**config.mk**
```make
export PLATFORM = sky130hd
export DESIGN_NAME = subfield_path_tokenizer
export DESIGN_NICKNAME = d
export VERILOG_FILES = /design/src/rtl/core/spt_pkg.sv /design/src/rtl/core/spt_front.sv /design/src/rtl/core/spt_queue.sv /design/src/rtl/core/spt_back.sv /design/src/rtl/core/subfield_path_tokenizer.sv
export SDC_FILE = /design/constraint.sdc
export NUM_CORES = 2
export LEC_CHECK = 0
export BUFFER_PORTS_ARGS = -buffer_cell sky130_fd_sc_hd__buf_2
export CAP_MARGIN = 20
export CORE_ASPECT_RATIO = 0.75
export CORE_MARGIN = 5
export CORE_UTILIZATION = 60
export CTS_BUF_LIST = sky130_fd_sc_hd__clkbuf_4 sky130_fd_sc_hd__clkbuf_8
export CTS_CLUSTER_DIAMETER = 30
export DETAILED_ROUTE_END_ITERATION = 7
export PLACE_DENSITY_LB_ADDON = 0.08
export SLEW_MARGIN = 20
export SYNTH_ARGS = -nofsm -noshare
export SYNTH_HDL_FRONTEND = slang
export SYNTH_SLANG_ARGS = --single-unit
export TNS_END_PERCENT = 50
```
**constraint.sdc**
```tcl
create_clock -name clk -period 15.8 [get_ports clk]
set_input_delay 1.58 -clock clk [delete_from_list [all_inputs] [get_ports clk]]
set_output_delay 1.58 -clock clk [all_outputs]
set_load 0.03 [all_outputs]
```
**src/rtl/core/spt_pkg.sv**
```systemverilog
// ----------------------------------------------------------------------------
// spt_pkg
// Types and constants shared by the column path tokenizer.
// ----------------------------------------------------------------------------
package spt_pkg;

    typedef enum logic [2:0] {
        PH_START, PH_NAME, PH_OPENED, PH_UNQUOTED, PH_QUOTED, PH_CLOSE_STR, PH_CLOSE_ALL
    } phase_t;

    localparam logic [1:0] RK_CONTENT = 2'd0;
    localparam logic [1:0] RK_END     = 2'd1;
    localparam logic [1:0] RK_ERROR   = 2'd2;

    localparam logic [1:0] TK_NESTED = 2'd0;
    localparam logic [1:0] TK_INDEX  = 2'd1;
    localparam logic [1:0] TK_STRING = 2'd2;
    localparam logic [1:0] TK_ALL    = 2'd3;

    localparam logic [1:0] ERR_SYNTAX = 2'd0;
    localparam logic [1:0] ERR_UTF8   = 2'd1;
    localparam logic [1:0] ERR_INDEX  = 2'd2;
    localparam logic [1:0] ERR_UNTERM = 2'd3;

    localparam int CFG_IDX_W = 8;
    localparam logic [CFG_IDX_W-1:0] REG_DOT    = 8'd0;
    localparam logic [CFG_IDX_W-1:0] REG_OPEN   = 8'd1;
    localparam logic [CFG_IDX_W-1:0] REG_CLOSE  = 8'd2;
    localparam logic [CFG_IDX_W-1:0] REG_QUOTE  = 8'd3;
    localparam logic [CFG_IDX_W-1:0] REG_WILD   = 8'd4;
    localparam logic [CFG_IDX_W-1:0] REG_ESCAPE = 8'd5;

    localparam int QUEUE_DEPTH = 4;

    typedef struct packed {
        logic [1:0]         result_kind;
        logic [1:0]         token_kind;
        logic [7:0]         content_byte;
        logic signed [63:0] index_value;
        logic [1:0]         error_code;
        logic               path_end;
        logic               run_last;
    } result_t;

    // All results caused by one path byte
    typedef struct packed {
        logic [1:0] count;
        result_t    res1;
        result_t    res0;
    } step_t;

endpackage

```
**src/rtl/core/spt_front.sv**
```systemverilog
// ----------------------------------------------------------------------------
// spt_front
// Accepts path bytes, runs the tokenizer state and builds one step record.
// ----------------------------------------------------------------------------
module spt_front
(
    input  logic                          clk,
    input  logic                          rst_n,
    input  logic                          in_valid,
    output logic                          in_ready,
    input  logic [7:0]                    path_byte,
    input  logic                          final_byte,
    input  logic                          cfg_valid,
    output logic                          cfg_ready,
    input  logic [spt_pkg::CFG_IDX_W-1:0] cfg_index,
    input  logic [7:0]                    cfg_data,
    output logic                          push_valid,
    input  logic                          push_ready,
    output spt_pkg::step_t                push_data
);
    import spt_pkg::*;

    logic [6:0] dot_reg, open_reg, close_reg, quote_reg, wild_reg, esc_reg;

    phase_t      phase_reg, phase_next;
    logic        first_reg, first_next;
    logic        escp_reg, escp_next;
    logic [1:0]  ulft_reg, ulft_next;
    logic [20:0] upart_reg, upart_next;
    logic        nonempty_reg, nonempty_next;
    logic [63:0] acc_reg, acc_next;
    logic        neg_reg, neg_next;
    logic        seen_reg, seen_next;
    logic        stop_reg, stop_next;
    logic        ovf_reg, ovf_next;
    logic [1:0]  star_reg, star_next;
    logic        failed_reg, failed_next;

    logic        accept;
    result_t     res [2];
    logic [1:0]  n;

    function automatic logic is_sub(input logic [7:0] c);
        return (c >= "0" && c <= "9") || (c >= "A" && c <= "Z") ||
               (c >= "a" && c <= "z") || c == "_" || c == "-";
    endfunction

    function automatic logic is_path(input logic [7:0] c);
        return c == ":" || c == "$" || c == "-" || c == "/" || c == "@" ||
               c == "|" || c == "#" || c == "." || is_sub(c);
    endfunction

    function automatic result_t mk(input logic [1:0] rk, input logic [1:0] tk,
                                   input logic [7:0] by, input logic [63:0] iv,
                                   input logic [1:0] er);
        result_t r;
        r.result_kind  = rk;
        r.token_kind   = tk;
        r.content_byte = by;
        r.index_value  = iv;
        r.error_code   = er;
        r.path_end     = 1'b0;
        r.run_last     = 1'b0;
        return r;
    endfunction

    assign cfg_ready  = 1'b1;
    assign in_ready   = push_ready;
    assign accept     = in_valid && in_ready;
    assign push_valid = accept && (n != 2'd0);

    always_comb
    begin
        logic        ok, take, asc, go, delim, first_c;
        logic [7:0]  b;
        logic [67:0] prod;
        logic [67:0] lim;
        b = path_byte;
        phase_next = phase_reg;   first_next = first_reg;  escp_next = escp_reg;
        ulft_next = ulft_reg;     upart_next = upart_reg;  nonempty_next = nonempty_reg;
        acc_next = acc_reg;       neg_next = neg_reg;      seen_next = seen_reg;
        stop_next = stop_reg;     ovf_next = ovf_reg;      star_next = star_reg;
        failed_next = failed_reg;
        res[0] = '0;
        res[1] = '0;
        n = 2'd0;
        take = 1'b0;
        asc = 1'b0;
        ok = 1'b0;
        go = 1'b0;
        first_c = 1'b0;
        prod = '0;
        lim = '0;
        delim = (b[7] == 1'b0) && (b[6:0] == dot_reg || b[6:0] == open_reg ||
                b[6:0] == close_reg || b[6:0] == quote_reg || b[6:0] == wild_reg);

        if (!failed_reg)
        begin
            if (ulft_reg != 2'd0)
            begin
                ok = (b[7:6] == 2'b10);
                if (ok && ulft_reg == 2'd3)
                begin
                    if ((upart_reg == 21'd0 && b < 8'h90) || (upart_reg == 21'd4 && b > 8'h8F))
                        ok = 1'b0;
                end
                else if (ok && ulft_reg == 2'd2 && upart_reg < 21'h10)
                begin
                    if ((upart_reg == 21'd0 && b < 8'hA0) || (upart_reg == 21'hD && b > 8'h9F))
                        ok = 1'b0;
                end
                if (!ok)
                begin
                    res[n[0]] = mk(RK_ERROR, TK_NESTED, 8'd0, 64'd0, ERR_UTF8);
                    n = n + 2'd1;
                    failed_next = 1'b1;
                end
                else
                begin
                    upart_next = {upart_reg[14:0], b[5:0]};
                    ulft_next = ulft_reg - 2'd1;
                    if (phase_reg == PH_NAME)
                    begin
                        res[n[0]] = mk(RK_CONTENT, TK_NESTED, b, 64'd0, ERR_SYNTAX);
                        n = n + 2'd1;
                    end
                    else if (phase_reg == PH_QUOTED)
                    begin
                        star_next = 2'd2;
                        res[n[0]] = mk(RK_CONTENT, TK_STRING, b, 64'd0, ERR_SYNTAX);
                        n = n + 2'd1;
                    end
                end
            end
            else if (b < 8'h80)
            begin
                take = 1'b1;
                asc = 1'b1;
            end
            else if (b >= 8'hC2 && b <= 8'hDF)
            begin
                ulft_next = 2'd1;
                upart_next = {16'd0, b[4:0]};
                take = 1'b1;
            end
            else if (b >= 8'hE0 && b <= 8'hEF)
            begin
                ulft_next = 2'd2;
                upart_next = {17'd0, b[3:0]};
                take = 1'b1;
            end
            else if (b >= 8'hF0 && b <= 8'hF4)
            begin
                ulft_next = 2'd3;
                upart_next = {18'd0, b[2:0]};
                take = 1'b1;
            end
            else
            begin
                res[n[0]] = mk(RK_ERROR, TK_NESTED, 8'd0, 64'd0, ERR_UTF8);
                n = n + 2'd1;
                failed_next = 1'b1;
            end
        end

        go = take;
        for (int it = 0; it < 3; it++)
        begin
            if (go)
            begin
                go = 1'b0;
                case (phase_next)
                    PH_START:
                    begin
                        if (asc && b[6:0] == dot_reg)
                        begin
                            phase_next = PH_NAME;
                            nonempty_next = 1'b0;
                            first_next = 1'b0;
                        end
                        else if (asc && b[6:0] == open_reg)
                        begin
                            phase_next = PH_OPENED;
                            first_next = 1'b0;
                        end
                        else if (first_next)
                        begin
                            phase_next = PH_NAME;
                            nonempty_next = 1'b0;
                            first_next = 1'b0;
                            go = 1'b1;
                        end
                        else
                        begin
                            res[n[0]] = mk(RK_ERROR, TK_NESTED, 8'd0, 64'd0, ERR_SYNTAX);
                            n = n + 2'd1;
                            failed_next = 1'b1;
                        end
                    end
                    PH_NAME:
                    begin
                        if (!asc || (!delim && is_path(b)))
                        begin
                            nonempty_next = 1'b1;
                            res[n[0]] = mk(RK_CONTENT, TK_NESTED, b, 64'd0, ERR_SYNTAX);
                            n = n + 2'd1;
                        end
                        else if (!nonempty_next)
                        begin
                            res[n[0]] = mk(RK_ERROR, TK_NESTED, 8'd0, 64'd0, ERR_SYNTAX);
                            n = n + 2'd1;
                            failed_next = 1'b1;
                        end
                        else
                        begin
                            res[n[0]] = mk(RK_END, TK_NESTED, 8'd0, 64'd0, ERR_SYNTAX);
                            n = n + 2'd1;
                            phase_next = PH_START;
                            go = 1'b1;
                        end
                    end
                    PH_OPENED:
                    begin
                        if (asc && b[6:0] == quote_reg)
                        begin
                            phase_next = PH_QUOTED;
                            star_next = 2'd0;
                            escp_next = 1'b0;
                        end
                        else if (asc && b[6:0] == wild_reg)
                        begin
                            phase_next = PH_CLOSE_ALL;
                        end
                        else
                        begin
                            phase_next = PH_UNQUOTED;
                            nonempty_next = 1'b0;
                            acc_next = 64'd0;
                            neg_next = 1'b0;
                            seen_next = 1'b0;
                            stop_next = 1'b0;
                            ovf_next = 1'b0;
                            go = 1'b1;
                        end
                    end
                    PH_UNQUOTED:
                    begin
                        if (!asc || is_sub(b))
                        begin
                            first_c = !nonempty_next;
                            nonempty_next = 1'b1;
                            if (!stop_next)
                            begin
                                if (asc && b >= "0" && b <= "9")
                                begin
                                    // acc*10 + d against the signed limit, no divide needed
                                    prod = {4'd0, acc_next} * 68'd10 + {64'd0, b[3:0]};
                                    lim = neg_next ? 68'h0_8000_0000_0000_0000
                                                   : 68'h0_7FFF_FFFF_FFFF_FFFF;
                                    seen_next = 1'b1;
                                    if (!ovf_next)
                                    begin
                                        if (prod > lim)
                                            ovf_next = 1'b1;
                                        else
                                            acc_next = prod[63:0];
                                    end
                                end
                                else if (asc && b == "-" && first_c)
                                    neg_next = 1'b1;
                                else
                                    stop_next = 1'b1;
                            end
                        end
                        else if (!nonempty_next)
                        begin
                            res[n[0]] = mk(RK_ERROR, TK_NESTED, 8'd0, 64'd0, ERR_SYNTAX);
                            n = n + 2'd1;
                            failed_next = 1'b1;
                        end
                        else if (!seen_next || ovf_next)
                        begin
                            res[n[0]] = mk(RK_ERROR, TK_NESTED, 8'd0, 64'd0, ERR_INDEX);
                            n = n + 2'd1;
                            failed_next = 1'b1;
                        end
                        else if (b[6:0] == close_reg)
                        begin
                            res[n[0]] = mk(RK_END, TK_INDEX, 8'd0,
                                           neg_next ? (64'd0 - acc_next) : acc_next,
                                           ERR_SYNTAX);
                            n = n + 2'd1;
                            phase_next = PH_START;
                        end
                        else
                        begin
                            res[n[0]] = mk(RK_ERROR, TK_NESTED, 8'd0, 64'd0, ERR_SYNTAX);
                            n = n + 2'd1;
                            failed_next = 1'b1;
                        end
                    end
                    PH_QUOTED:
                    begin
                        if (escp_next)
                        begin
                            escp_next = 1'b0;
                            if (asc && (b[6:0] == quote_reg || b[6:0] == esc_reg))
                            begin
                                star_next = (star_next == 2'd0 && b == "*") ? 2'd1 : 2'd2;
                                res[n[0]] = mk(RK_CONTENT, TK_STRING, b, 64'd0, ERR_SYNTAX);
                                n = n + 2'd1;
                            end
                            else
                            begin
                                res[n[0]] = mk(RK_ERROR, TK_NESTED, 8'd0, 64'd0, ERR_SYNTAX);
                                n = n + 2'd1;
                                failed_next = 1'b1;
                            end
                        end
                        else if (asc && b[6:0] == esc_reg)
                            escp_next = 1'b1;
                        else if (asc && b[6:0] == quote_reg)
                            phase_next = (star_next == 2'd1) ? PH_CLOSE_ALL : PH_CLOSE_STR;
                        else
                        begin
                            star_next = (star_next == 2'd0 && asc && b == "*") ? 2'd1 : 2'd2;
                            res[n[0]] = mk(RK_CONTENT, TK_STRING, b, 64'd0, ERR_SYNTAX);
                            n = n + 2'd1;
                        end
                    end
                    PH_CLOSE_STR, PH_CLOSE_ALL:
                    begin
                        if (asc && b[6:0] == close_reg)
                        begin
                            res[n[0]] = mk(RK_END,
                                           (phase_next == PH_CLOSE_ALL) ? TK_ALL : TK_STRING,
                                           8'd0, 64'd0, ERR_SYNTAX);
                            n = n + 2'd1;
                            phase_next = PH_START;
                        end
                        else
                        begin
                            res[n[0]] = mk(RK_ERROR, TK_NESTED, 8'd0, 64'd0, ERR_SYNTAX);
                            n = n + 2'd1;
                            failed_next = 1'b1;
                        end
                    end
                    default:
                    begin
                        res[n[0]] = mk(RK_ERROR, TK_NESTED, 8'd0, 64'd0, ERR_SYNTAX);
                        n = n + 2'd1;
                        failed_next = 1'b1;
                    end
                endcase
            end
        end

        if (final_byte)
        begin
            if (!failed_next)
            begin
                if (ulft_next != 2'd0)
                begin
                    res[n[0]] = mk(RK_ERROR, TK_NESTED, 8'd0, 64'd0, ERR_UTF8);
                    n = n + 2'd1;
                end
                else if (phase_next == PH_NAME)
                begin
                    res[n[0]] = nonempty_next ?
                                mk(RK_END, TK_NESTED, 8'd0, 64'd0, ERR_SYNTAX) :
                                mk(RK_ERROR, TK_NESTED, 8'd0, 64'd0, ERR_UNTERM);
                    n = n + 2'd1;
                end
                else if (phase_next == PH_UNQUOTED)
                begin
                    res[n[0]] = mk(RK_ERROR, TK_NESTED, 8'd0, 64'd0,
                                   (nonempty_next && (!seen_next || ovf_next)) ?
                                   ERR_INDEX : ERR_UNTERM);
                    n = n + 2'd1;
                end
                else if (phase_next == PH_START)
                begin
                    if (n == 2'd0)
                    begin
                        res[n[0]] = mk(RK_ERROR, TK_NESTED, 8'd0, 64'd0, ERR_UNTERM);
                        n = n + 2'd1;
                    end
                end
                else
                begin
                    res[n[0]] = mk(RK_ERROR, TK_NESTED, 8'd0, 64'd0, ERR_UNTERM);
                    n = n + 2'd1;
                end
            end
            if (n == 2'd1)
                res[0].path_end = 1'b1;
            else if (n == 2'd2)
                res[1].path_end = 1'b1;
            // start over with a fresh path
            phase_next = PH_START;   first_next = 1'b1;  escp_next = 1'b0;
            ulft_next = 2'd0;        upart_next = 21'd0; nonempty_next = 1'b0;
            acc_next = 64'd0;        neg_next = 1'b0;    seen_next = 1'b0;
            stop_next = 1'b0;        ovf_next = 1'b0;    star_next = 2'd0;
            failed_next = 1'b0;
        end
        if (n == 2'd1)
            res[0].run_last = 1'b1;
        else if (n == 2'd2)
            res[1].run_last = 1'b1;
    end

    assign push_data.count = n;
    assign push_data.res0  = res[0];
    assign push_data.res1  = res[1];

    always_ff @(posedge clk or negedge rst_n)
    begin
        if (!rst_n)
        begin
            dot_reg <= 7'd46;   open_reg <= 7'd91;  close_reg <= 7'd93;
            quote_reg <= 7'd34; wild_reg <= 7'd42;  esc_reg <= 7'd92;
        end
        else if (cfg_valid && cfg_ready)
        begin
            case (cfg_index)
                REG_DOT:    dot_reg   <= cfg_data[6:0];
                REG_OPEN:   open_reg  <= cfg_data[6:0];
                REG_CLOSE:  close_reg <= cfg_data[6:0];
                REG_QUOTE:  quote_reg <= cfg_data[6:0];
                REG_WILD:   wild_reg  <= cfg_data[6:0];
                REG_ESCAPE: esc_reg   <= cfg_data[6:0];
                default:    ;
            endcase
        end
    end

    always_ff @(posedge clk or negedge rst_n)
    begin
        if (!rst_n)
        begin
            phase_reg <= PH_START;  first_reg <= 1'b1;  escp_reg <= 1'b0;
            ulft_reg <= 2'd0;       upart_reg <= 21'd0; nonempty_reg <= 1'b0;
            acc_reg <= 64'd0;       neg_reg <= 1'b0;    seen_reg <= 1'b0;
            stop_reg <= 1'b0;       ovf_reg <= 1'b0;    star_reg <= 2'd0;
            failed_reg <= 1'b0;
        end
        else if (accept)
        begin
            phase_reg <= phase_next;  first_reg <= first_next;  escp_reg <= escp_next;
            ulft_reg <= ulft_next;    upart_reg <= upart_next;  nonempty_reg <= nonempty_next;
            acc_reg <= acc_next;      neg_reg <= neg_next;      seen_reg <= seen_next;
            stop_reg <= stop_next;    ovf_reg <= ovf_next;      star_reg <= star_next;
            failed_reg <= failed_next;
        end
    end

endmodule

```
**src/rtl/core/spt_queue.sv**
```systemverilog
// ----------------------------------------------------------------------------
// spt_queue
// Short queue of step records between the front and the back.
// ----------------------------------------------------------------------------
module spt_queue
#(
    parameter int DEPTH = spt_pkg::QUEUE_DEPTH
)
(
    input  logic           clk,
    input  logic           rst_n,
    input  logic           push_valid,
    output logic           push_ready,
    input  spt_pkg::step_t push_data,
    output logic           pop_valid,
    input  logic           pop_ready,
    output spt_pkg::step_t pop_data
);
    import spt_pkg::*;

    localparam int PW = (DEPTH > 1) ? $clog2(DEPTH) : 1;
    localparam int CW = $clog2(DEPTH + 1);

    step_t          mem [DEPTH];
    logic [PW-1:0]  wr_reg, rd_reg;
    logic [CW-1:0]  cnt_reg, cnt_next;
    logic           do_push, do_pop;

    assign push_ready = (cnt_reg != CW'(DEPTH));
    assign pop_valid  = (cnt_reg != '0);
    assign pop_data   = mem[rd_reg];
    assign do_push    = push_valid && push_ready;
    assign do_pop     = pop_valid && pop_ready;

    always_comb
    begin
        cnt_next = cnt_reg;
        if (do_push && !do_pop)
            cnt_next = cnt_reg + CW'(1);
        else if (!do_push && do_pop)
            cnt_next = cnt_reg - CW'(1);
    end

    always_ff @(posedge clk)
    begin
        if (do_push)
            mem[wr_reg] <= push_data;
    end

    always_ff @(posedge clk or negedge rst_n)
    begin
        if (!rst_n)
        begin
            wr_reg  <= '0;
            rd_reg  <= '0;
            cnt_reg <= '0;
        end
        else
        begin
            cnt_reg <= cnt_next;
            if (do_push)
                wr_reg <= (wr_reg == PW'(DEPTH - 1)) ? '0 : wr_reg + PW'(1);
            if (do_pop)
                rd_reg <= (rd_reg == PW'(DEPTH - 1)) ? '0 : rd_reg + PW'(1);
        end
    end

endmodule

```
**src/rtl/core/spt_back.sv**
```systemverilog
// ----------------------------------------------------------------------------
// spt_back
// Output register: plays out the one or two results of each step record.
// ----------------------------------------------------------------------------
module spt_back
(
    input  logic               clk,
    input  logic               rst_n,
    input  logic               pop_valid,
    output logic               pop_ready,
    input  spt_pkg::step_t     pop_data,
    output logic               out_valid,
    input  logic               out_ready,
    output spt_pkg::result_t   out_res
);
    import spt_pkg::*;

    step_t cur_reg;
    logic  slot_reg;
    logic  have_reg;
    logic  taken, last_of_step;

    assign out_valid    = have_reg;
    assign out_res      = slot_reg ? cur_reg.res1 : cur_reg.res0;
    assign taken        = out_valid && out_ready;
    assign last_of_step = slot_reg || (cur_reg.count == 2'd1);
    assign pop_ready    = !have_reg || (taken && last_of_step);

    always_ff @(posedge clk)
    begin
        if (pop_valid && pop_ready)
            cur_reg <= pop_data;
    end

    always_ff @(posedge clk or negedge rst_n)
    begin
        if (!rst_n)
        begin
            have_reg <= 1'b0;
            slot_reg <= 1'b0;
        end
        else if (pop_valid && pop_ready)
        begin
            have_reg <= 1'b1;
            slot_reg <= 1'b0;
        end
        else if (taken)
        begin
            if (last_of_step)
                have_reg <= 1'b0;
            else
                slot_reg <= 1'b1;
        end
    end

endmodule

```
**src/rtl/core/subfield_path_tokenizer.sv**
```systemverilog
// ----------------------------------------------------------------------------
// subfield_path_tokenizer
// Streaming tokenizer for column paths into names and subscripts.
// ----------------------------------------------------------------------------
// One path byte is accepted per cycle while the step queue has room; each byte
// is classified in the cycle it is accepted and yields zero, one or two
// results; any results are queued as one record and played out one result
// per cycle from the output register while results are taken. Sustained
// input rate is one byte per cycle as long as results are taken; a byte
// giving two results needs two transfers out, so a long run of them fills the queue.
// Delimiter registers are written through the cfg channel, which is always
// ready; write them only while the block is idle.
module subfield_path_tokenizer
#(
    parameter int QDEPTH = spt_pkg::QUEUE_DEPTH
)
(
    input  logic                          clk,
    input  logic                          rst_n,
    input  logic                          in_valid,
    output logic                          in_ready,
    input  logic [7:0]                    path_byte,
    input  logic                          final_byte,
    output logic                          out_valid,
    input  logic                          out_ready,
    output logic [1:0]                    result_kind,
    output logic [1:0]                    token_kind,
    output logic [7:0]                    content_byte,
    output logic signed [63:0]            index_value,
    output logic [1:0]                    error_code,
    output logic                          path_end,
    output logic                          run_last,
    input  logic                          cfg_valid,
    output logic                          cfg_ready,
    input  logic [spt_pkg::CFG_IDX_W-1:0] cfg_index,
    input  logic [7:0]                    cfg_data
);
    import spt_pkg::*;

    logic    push_valid, push_ready, pop_valid, pop_ready;
    step_t   push_data, pop_data;
    result_t res;

    spt_front u_front
    (
        .clk        (clk),
        .rst_n      (rst_n),
        .in_valid   (in_valid),
        .in_ready   (in_ready),
        .path_byte  (path_byte),
        .final_byte (final_byte),
        .cfg_valid  (cfg_valid),
        .cfg_ready  (cfg_ready),
        .cfg_index  (cfg_index),
        .cfg_data   (cfg_data),
        .push_valid (push_valid),
        .push_ready (push_ready),
        .push_data  (push_data)
    );

    spt_queue #(.DEPTH(QDEPTH)) u_queue
    (
        .clk        (clk),
        .rst_n      (rst_n),
        .push_valid (push_valid),
        .push_ready (push_ready),
        .push_data  (push_data),
        .pop_valid  (pop_valid),
        .pop_ready  (pop_ready),
        .pop_data   (pop_data)
    );

    spt_back u_back
    (
        .clk       (clk),
        .rst_n     (rst_n),
        .pop_valid (pop_valid),
        .pop_ready (pop_ready),
        .pop_data  (pop_data),
        .out_valid (out_valid),
        .out_ready (out_ready),
        .out_res   (res)
    );

    assign result_kind  = res.result_kind;
    assign token_kind   = res.token_kind;
    assign content_byte = res.content_byte;
    assign index_value  = res.index_value;
    assign error_code   = res.error_code;
    assign path_end     = res.path_end;
    assign run_last     = res.run_last;

endmodule

```
==> results_dict.tcl <==
set metrics [dict create \
    internal_power_mw 5.86 \
    power.share.combinational_pct 29.7 \
    period_share_pct 96.3 \
    p_sw_share_pct 33.2 \
    startpoint_type "flip-flop" \
    synthCells 4922 \
    grt_first_pass_wirelength_mm 245 \
    cp.depth 70 \
    synth_common_cells "810 x edfxtp_1, 397 x ha_1, 343 x nand2_1" \
    gr-total-overflow 0 \
    skew_ns 0.0671 \
    wl_per_cell_um 22.8 \
    layout-drive-gt1-share_pct 22.3 \
    yosysTopAreaCell "edfxtp_1" \
    fin_util_pct 70.1 \
    critPathMaxStageDelay_ns 0.56 \
    rows 98 \
    crit_path_frequent_cell "buf_4" \
    ys_ff_latch 961 \
    slew_violations 0 \
    avgViaCountPerCell 6.20 \
    htreeDepth 4 \
    clk_pin_slew_ns 0.06 \
    drt_wl_total_mm 160 \
    total_power_mw 8.78 \
    min-delay-start "u_front.upart_reg[19]" \
    synth.most_common_cell "edfxtp_1" \
    power_frac_clock_pct 25.1 \
    worst-path-buf-inv 14 \
    dpl.hpwl_mm 118 \
    ios 113 \
    max_slew_margin_pct 27.2 \
    r2r_start "u_front.acc_reg[5]" \
    globalplace.congestion 0.991 \
    crit_family "compound AO/OA/AOI/OAI gates" \
    dieWidth_um 369 \
    r2r_end "u_front.acc_reg[23]" \
    crit_slowest_cell "or4_4" \
    max-cap-violations 0 \
    cp-endpoint "u_front.acc_reg[23]" \
    first_iter_violations 4646 \
    ys_types 114 \
    grt_pass1_vias 41800 \
    setup_viol 0 \
    netlist_area_mm2 0.0581 \
    status "completed" \
    cts_buffers 158 \
    cts_hold_buf 0 \
    critPathCaptureType "flip-flop" \
    path_class "reg2reg" \
    clkSinkCount 961 \
    min_path_type "reg2reg" \
    synth-edff-count 810 \
    path_max_fanout 17 \
    power.net_switching_mw 2.92 \
    clock_latency_ns 0.85 \
    root_buffer "clkbuf_8" \
    port-buffer-count 110 \
    p_per_area_mw_per_mm2 131 \
    drc 0 \
    dieArea_mm2 0.103 \
    ant_nets 0 \
    clock_path_buffers 3 \
    core-area_mm2 0.0956 \
    num_vias 43500 \
    area_growth_pct 15.4 \
    fin_crit_ns 15.22 \
    r2r_cells 70 \
    crit_start "u_front.acc_reg[5]" \
    synth_top_flop_cell "edfxtp_1" \
    ys_seq_area_share_pct 48.4 \
    reg2reg_setup_slack_ns 0.58 \
    synth_top_area_share_pct 41.9 \
    async_flop_share_pct 15.7 \
    cp.arrival_ns 15.94 \
    seqPwrFrac_pct 45.3 \
    crit_required_ns 16.52 \
    grt_max_degree 142 \
    finish.net_count 6070 \
    grt_usage_pct 30.6 \
    worst_slew_pin_slew_ns 1.08 \
    cts_tree "done" \
    antenna_found_initial 1 \
    start_util_pct 60.7 \
    synth_warnings 0 \
    synthTopCellsByArea "edfxtp_1 42%, ha_1 8.6%, mux4_2 6.3%, dfrtp_1 5.5%, xor2_1 2.7%" \
    hold_violations 0 \
    drt_first_pass_iters 6 \
    largest_reg_flops 648 \
    die_h_um 279 \
    avgSynthCellArea_um2 11.8 \
    p_leak_nw 27.8 \
    fmax_mhz 65.7 \
    ir_drop_mv 0.187 \
]
-- cell usage in the layout (no fill, tap or decap), types with 34 or more instances in the layout --
master	synthesis	final
nor3_1	117	115
o31ai_1	47	45
a22o_1	91	88
clkbuf_4	0	45
dfrtp_1	127	105
a21o_1	117	117
ha_1	397	390
o21ai_1	42	43
nand2_1	343	342
and3_1	46	45
a31oi_1	49	49
o211ai_1	40	40
a21oi_1	266	257
nand3_1	100	99
conb_1	2	261
o21ai_0	186	181
mux2_2	134	134
or2_2	33	34
clkbuf_8	0	161
nor2_1	337	329
nand4_1	112	112
buf_4	14	403
mux4_2	162	162
and2_1	51	51
or3_1	51	50
inv_1	114	114
edfxtp_1	810	810
buf_2	58	109
xor2_1	177	174
xnor2_1	128	126
nor4_1	41	38
-- final cells by class --
type,instances,area [um^2]
Timing Repair Buffer,525,3810
Fill cell,6913,28600
Sequential cell,961,28200
Multi-Input combinational cell,3877,29800
Clock inverter,83,692
Inverter,115,432
Clock buffer,206,2550
Tap cell,1250,1560
Antenna cell,1,2.50
-- power groups by stage --
stage | registers (mW) | clock network, mW | logic [mW]
floorplan | 4.02 | 0 | 1.95
global placement | 3.98 | 0 | 2.58
detailed placement | 4.02 | 0 | 2.62
CTS | 3.98 | 2.25 | 2.63
global route | 4.03 | 2.38 | 2.79
finish | 3.97 | 2.20 | 2.60
-- worst min-delay path by stage --
stage | to | slack [ns] | depth (start not counted)
2_1_floorplan | u_queue.cnt_reg[2] | 0.46 | 1
3_5_place_dp | u_front.upart_reg[19] | 0.49 | 1
6_report | u_front.upart_reg[19] | 0.51 | 1
4_1_cts | u_front.upart_reg[19] | 0.51 | 1
3_3_place_gp | u_queue.cnt_reg[2] | 0.49 | 1
5_1_grt | u_front.upart_reg[18] | 0.53 | 1
-- timing repair --
item,4_1_cts,5_1_grt
setup buffers,0,16
gates resized for setup,0,86
hold endpoints to repair,0,0
setup endpoints to repair,0,73
-- routing by layer --
layer	track usage, %	up-vias	part of all wire (%)
met5	0	-	0
met4	7.46	0	2.2
met3	6.62	221	9.6
met2	43.4	1812	41
met1	48.3	21100	47
li1	-	20400	-
-- logic make-up after synthesis --
logic type	Yosys count	share of synthesized area [%]
AO/OA/AOI/OAI	1163	13.8
XOR/XNOR	305	4.60
adder cells (fa/ha/maj)	402	8.72
buffers and inverters	344	2.54
flip-flops	961	48.4
multiplexers	315	9.21
other	2	0.0129
AND/OR/NAND/NOR	1430	12.6
-- stage by stage --
stage                     cell area (um^2)  worst slack (ns)  hold WS [ns]  setup TNS (ns)  std cells
after floorplan                      59100             0.964         0.464               0       5181
after global placement               63300             0.341         0.487               0       6711
after detailed placement             63300             0.255         0.491               0       6711
after CTS                            66600            0.0790         0.508               0       7000
after global routing                 67100           -0.0781         0.532          -0.715       7018
final                                67100             0.577         0.512               0       7018
Note: power is estimated with default switching activity, not from simulation.
